`config.mk`:
```
export PLATFORM = sky130hd
export DESIGN_NAME = hss_fifo
export DESIGN_NICKNAME = d
export VERILOG_FILES = /design/src/design/hss_pkg.sv /design/src/design/hss_fifo.sv
export SDC_FILE = /design/constraint.sdc
export NUM_CORES = 1
export LEC_CHECK = 0
export BUFFER_PORTS_ARGS = -buffer_cell sky130_fd_sc_hd__buf_2
export CAP_MARGIN = 20
export CORE_ASPECT_RATIO = 0.6
export CORE_MARGIN = 10
export CORE_UTILIZATION = 60
export CTS_BUF_LIST = sky130_fd_sc_hd__clkbuf_8
export CTS_CLUSTER_DIAMETER = 200
export DETAILED_ROUTE_END_ITERATION = 16
export PLACE_DENSITY_LB_ADDON = 0.15
export SLEW_MARGIN = 10
export SYNTH_ARGS = -nofsm -noshare
export SYNTH_HDL_FRONTEND = slang
export SYNTH_SLANG_ARGS = --single-unit
```
`constraint.sdc`:
```
create_clock -name aclk -period 5.08 [get_ports aclk]
set_input_delay 1.016 -clock aclk [delete_from_list [all_inputs] [get_ports aclk]]
set_output_delay 1.016 -clock aclk [all_outputs]
set_load 0.03 [all_outputs]
```
`src/design/hss_pkg.sv`:
```
// Shared types, constants and register codes for the histogram sampling stencil.
// No dependencies; every other design file imports this package.
package hss_pkg;

    localparam int MAX_BINS   = 128;
    localparam int FRAC_BITS  = 24;
    localparam int BIN_W      = $clog2(MAX_BINS);
    localparam int NB_W       = $clog2(MAX_BINS + 1);
    localparam int TABLE_SIZE = MAX_BINS * MAX_BINS;
    localparam int TBL_W      = $clog2(TABLE_SIZE);
    localparam int ADDR_W     = 14;
    localparam int PROB_W     = 25;
    localparam int WORD_W     = 32;
    localparam int IDX_W      = 31;
    // Holds 7^12, the largest digit weight of a 31-bit index
    localparam int DIG_W      = 34;
    localparam int ENT_W      = (PROB_W > FRAC_BITS) ? PROB_W : FRAC_BITS;
    localparam int QDEPTH     = 4;
    localparam int QPTR_W     = $clog2(QDEPTH);
    localparam int QCNT_W     = $clog2(QDEPTH + 1);
    localparam int FCNT_W     = $clog2(FRAC_BITS + 1);

    // Divide by 7 through a reciprocal: q = (x * DIV7_MUL) >> DIV7_SHIFT
    localparam logic [31:0] DIV7_MUL   = 32'h9249_2493;
    localparam int          DIV7_SHIFT = 34;

    localparam logic KIND_LOAD   = 1'b0;
    localparam logic KIND_SAMPLE = 1'b1;

    localparam int CFG_IDX_W = 3;
    localparam logic [CFG_IDX_W-1:0] CFG_GRAD_MODE      = 3'd0;
    localparam logic [CFG_IDX_W-1:0] CFG_BIN_COUNT      = 3'd1;
    localparam logic [CFG_IDX_W-1:0] CFG_VAL_MIN        = 3'd2;
    localparam logic [CFG_IDX_W-1:0] CFG_VAL_INV_DELTA  = 3'd3;
    localparam logic [CFG_IDX_W-1:0] CFG_GRAD_MIN       = 3'd4;
    localparam logic [CFG_IDX_W-1:0] CFG_GRAD_INV_DELTA = 3'd5;

    typedef struct packed {
        logic               grad_mode;
        logic [7:0]         bin_count;
        logic signed [31:0] val_min;
        logic [31:0]        val_inv_delta;
        logic signed [31:0] grad_min;
        logic [31:0]        grad_inv_delta;
    } cfg_t;

    // One queued operation: a table write or a lookup with its threshold
    typedef struct packed {
        logic             kind;
        logic [TBL_W-1:0] addr;
        logic [ENT_W-1:0] data;
    } q_entry_t;

endpackage

```
`src/design/hss_fifo.sv`:
```
// Short operation queue between the front and back ends.
// Uses hss_pkg for the entry type and depth.
module hss_fifo (
    input  logic                aclk,
    input  logic                aresetn,
    input  logic                push,
    input  hss_pkg::q_entry_t   wdata,
    output logic                full,
    input  logic                pop,
    output hss_pkg::q_entry_t   rdata,
    output logic                empty,
    output logic [hss_pkg::QCNT_W-1:0] count
);
    import hss_pkg::*;

    q_entry_t          mem_reg [QDEPTH];
    logic [QPTR_W-1:0] wptr_reg, rptr_reg;
    logic [QCNT_W-1:0] cnt_reg;

    assign full  = (cnt_reg == QCNT_W'(QDEPTH));
    assign empty = (cnt_reg == '0);
    assign rdata = mem_reg[rptr_reg];
    assign count = cnt_reg;

    always_ff @(posedge aclk) begin
        if (push) mem_reg[wptr_reg] <= wdata;
    end

    // Pointers and fill level
    always_ff @(posedge aclk) begin
        if (!aresetn) begin
            wptr_reg <= '0;
            rptr_reg <= '0;
            cnt_reg  <= '0;
        end else begin
            if (push) wptr_reg <= wptr_reg + QPTR_W'(1);
            if (pop)  rptr_reg <= rptr_reg + QPTR_W'(1);
            cnt_reg <= cnt_reg + QCNT_W'(push) - QCNT_W'(pop);
        end
    end

endmodule

```
==> results by stage <==
Clock network:
- The number of buffers inserted by post-CTS setup repair is 0.
- The clock net sink count is 169.
- In this run the deepest clock path goes through 2 buffers.
- Clock-pin slew was measured on the worst setup and hold paths at 0.08 ns.
- The hold buffer count at cts is 0.
- The number of buffers created by CTS is 17.
- The H-tree depth is 4.
- TritonCTS built the clock tree.
- Clock latency on the worst-skew pair, taken at its later pin, is 0.44 ns.
- The quantity of gates resized following cts is 0.
- The root buffer cell chosen for the clock tree is clkbuf_8.

GRT:
- The wire length of the first global-routing pass is 17.6 mm.
- The initial antenna violation count was 0.
- The number of global-route vias before repair was 3146.
- Entering global routing, the biggest net connects 41 pins.
- The total overflow left after global routing is 0.
- For this run, global-route usage on met3 was measured as 0.0529.
- The met1 global-route usage is 0.202.
- In this run the most used layer during global routing was met2.
- For this run, global-route usage on met2 was measured as 0.227.
- Across every metal layer, demand over resource in global routing totals 0.152.

Setup path:
- The endpoint arrival time on the critical path is 2.51 ns.
- The slowest cell on the critical path is dfxtp_2.
- The type of the setup path with the least slack is flop to output pin.
- The critical path launch point type is a flop.
- The setup slack of the worst register-to-register path is 3.23 ns.
- The signal on the critical path passes through buf_4 > mux4_2 > buf_2.
- STA classifies the critical path endpoint as an output pin.
- For the worst setup path, the data required time is 4.06 ns.
- The endpoint of the most critical register-to-register path is mem_reg[0][0].
- In this run the worst path has a maximum fanout of 21.
- The delay of the slowest critical-path stage is 0.79 ns.
- Counting cells, the worst reg-to-reg path comes to 3.
- The startpoint of the worst-slack reg-to-reg timing path is wptr_reg[0].

Yosys:
- After synthesis, the mean cell area works out to 24.8 sq um.
- The fraction of registers with async set/reset is 0.
- For this run, the register share of the synthesized area comes to 0.796.
- The post-synthesis register bit count is 169.
- The number of warning messages in the yosys log is 0.
- The number of enable flip-flop cells after synthesis is 160.
- The count of distinct cell types in the synthesized netlist is 19.
- The synthesized netlist net count is 303.
- The most used flip-flop cell after synthesis is edfxtp_1.
- The synthesized netlist cell count is 252.
- In the post-synthesis netlist, the biggest area contributors are edfxtp_1, mux4_2, dfxtp_1, buf_12, ha_1.
- edfxtp_1 takes more of the synthesized area than any other cell.
- After synthesis the cells add up to 0.00626 sq mm.
- The area share of the largest cell type after synthesis is 0.768.

Power:
- The design internal power is 2.33 mW.
- Power spread over the standard cell area amounts to 423 mW/mm^2.
- Of the total power, combinational logic draws 0.128.
- Of the total power, the clock network draws 0.338.
- Of the total power, registers draw 0.534.
- The switching portion of total power is 0.242.
- The total design power is 3.07 mW.
- For this design the static power due to leakage is 2.49 nW.
- The maximum vdd drop is 0.000214 V.
- The net switching power is 0.743 mW.

STA:
- The final clock period utilization by the worst path is 0.694.
- The final-report hold violation count came to 0.
- The transition time of the tightest slew-check pin is 1.09 ns.
- The count of final max-slew check failures is 0.
- Between clock sinks in the finished design, the worst skew comes to 0.00783 ns.
- The sum of negative setup slack is 0 ns.
- Setup repair after global routing left no endpoint under its margin.
- Counting I/O delays and the setup requirement, the final critical path takes 3.53 ns.
- The worst relative slew slack is 0.273.
- The final setup violation count is 0.
- The timing-limited maximum frequency is 0.283 GHz.

Layout:
- The fraction of final layout cells sized beyond drive strength 1 is 0.458.
- The number of antenna diodes in the final layout is 0.
- The signed area change from the synthesized netlist to the final layout is 15.9%.
- In the final design database the tool counted 404 nets.
- The flip-flop count of the largest register, all copies and words added is 160.

Place:
- The final RePlAce weighted congestion is 0.789.
- The number of buffers inserted by port buffering is 88.
- The sum of net half-perimeters after detailed placement is 6.87 mm.

Hold path:
- Along the worst hold path, the cell count comes to 2.
- The worst hold path class is flop to flop.
- The startpoint of the tightest hold check path is rptr_reg[1].

Detailed routing:
- Before antenna repair, the detailed router went through 4 iterations.
- In this run the remaining antenna-violating nets after routing total 0.
- The via count is 2842.
- In the routed design, unresolved DRC markers number 0.
- The number of DRC markers after the initial detailed-route iteration is 144.
- The routed wire length is 11.1 mm.
- The ratio of routed vias to standard cells is 5.68.
- The average wire length per cell after detail routing is 22.2 microns.

Die:
- The count of standard-cell rows is 28.
- In this run the vertical extent of the chip is 99.1 microns.
- Pin placement for this block handled 89 I/O pins.
- The total area inside the core boundary comes to 0.0100 sq mm.
- The full die area is 0.0151 sq mm.
- The die width is 152 microns.
- The effective utilization at floorplan is 0.625.

Status:
- The flow ran to the end, and the final reports show no timing, DRC or antenna violations.

Job:
- The reported max-cap violation count is 0.
## worst max-delay path by stage
stage / to / start / cells past startpoint
global placement: rdata[0] / flop / 3
detailed placement: rdata[0] / flop / 3
finish: rdata[0] / flop / 3
CTS: rdata[0] / flop / 3
global route: rdata[0] / flop / 3
floorplan: mem_reg[0][0] / push / 1
## critical path: cells and delay by family (launching register included)
kind | cells | cell delay, ns
multiplexers | 1 | 0.57
buffers and inverters | 2 | 0.70
flip-flops | 1 | 0.79
## kinds of logic (layout without fill, tap and decap cells)
| logic type | Yosys count | count (layout) | synth area share |
|---|---|---|---|
| flip-flops | 169 | 169 | 0.796 |
| multiplexers | 41 | 41 | 0.146 |
| buffers and inverters | 16 | 129 | 0.0220 |
| AND/OR/NAND/NOR | 14 | 14 | 0.0120 |
| adder cells (fa/ha/maj) | 7 | 7 | 0.0152 |
| XOR/XNOR | 3 | 3 | 0.00660 |
| AO/OA/AOI/OAI | 2 | 2 | 0.00240 |
## cells in the mapped netlist, types with 2 or more instances
| cell type | number |
|---|---|
| dfxtp_1 | 9 |
| inv_1 | 7 |
| ha_1 | 6 |
| and2_1 | 6 |
| buf_12 | 4 |
| xnor2_1 | 2 |
| buf_2 | 4 |
| edfxtp_1 | 160 |
| nor2_1 | 5 |
| mux4_2 | 40 |
## routing by layer
metal / part of all wire / vias up / routed length (microns)
met5: 0 / - / 0
met4: 0.0094 / 0 / 104
met3: 0.072 / 13 / 796
met2: 0.48 / 113 / 5320
met1: 0.44 / 1472 / 4880
li1: - / 1244 / -
## layout by cell type, fill, tap and decap left out
cell / synthesis / routed
a21bo_2: 1 / 1
a21oi_1: 1 / 1
and2_1: 6 / 2
and2_2: 0 / 4
and3_1: 1 / 1
buf_12: 4 / 2
buf_2: 4 / 88
buf_4: 0 / 1
bufinv_16: 0 / 5
clkbuf_8: 0 / 17
clkinv_1: 0 / 1
clkinv_2: 0 / 2
clkinv_4: 0 / 1
clkinvlp_4: 0 / 4
dfxtp_1: 9 / 7
dfxtp_2: 0 / 2
edfxtp_1: 160 / 160
fa_1: 1 / 1
ha_1: 6 / 6
inv_1: 7 / 8
mux2i_1: 1 / 1
mux4_2: 40 / 40
nand3b_1: 1 / 1
nor2_1: 5 / 5
nor3_1: 1 / 1
xnor2_1: 2 / 2
xor3_1: 1 / 1
## final cells by class
class                      count  area [sq um]
clock buffer                  17           234
multi-input combinational     67          1140
clock inverter                14           206
fill                         608          2770
sequential                   169          4990
inverter                       7          26.3
tap                          135           169
timing repair buffer          91           488
## power groups by stage
stage	logic [mW]	registers (mW)	clock network, mW
2_1_floorplan	0.288	1.66	0
5_1_grt	0.420	1.65	1.11
3_5_place_dp	0.395	1.67	0
4_1_cts	0.396	1.64	1.05
6_report	0.392	1.64	1.04
3_3_place_gp	0.390	1.67	0
## through the flow
step	setup WS, ns	cell area [sq um]	hold slack [ns]	utilization	std cells
floorplan	2.69	6260	0.499	-	252
global placement	1.93	6770	0.509	0.676	467
detailed placement	1.93	6770	0.526	0.676	467
CTS	1.45	7210	0.539	0.720	498
global route	1.31	7250	0.575	0.724	500
finish	1.55	7250	0.541	0.724	500
No activity file was read; power rests on OpenSTA's default activity.
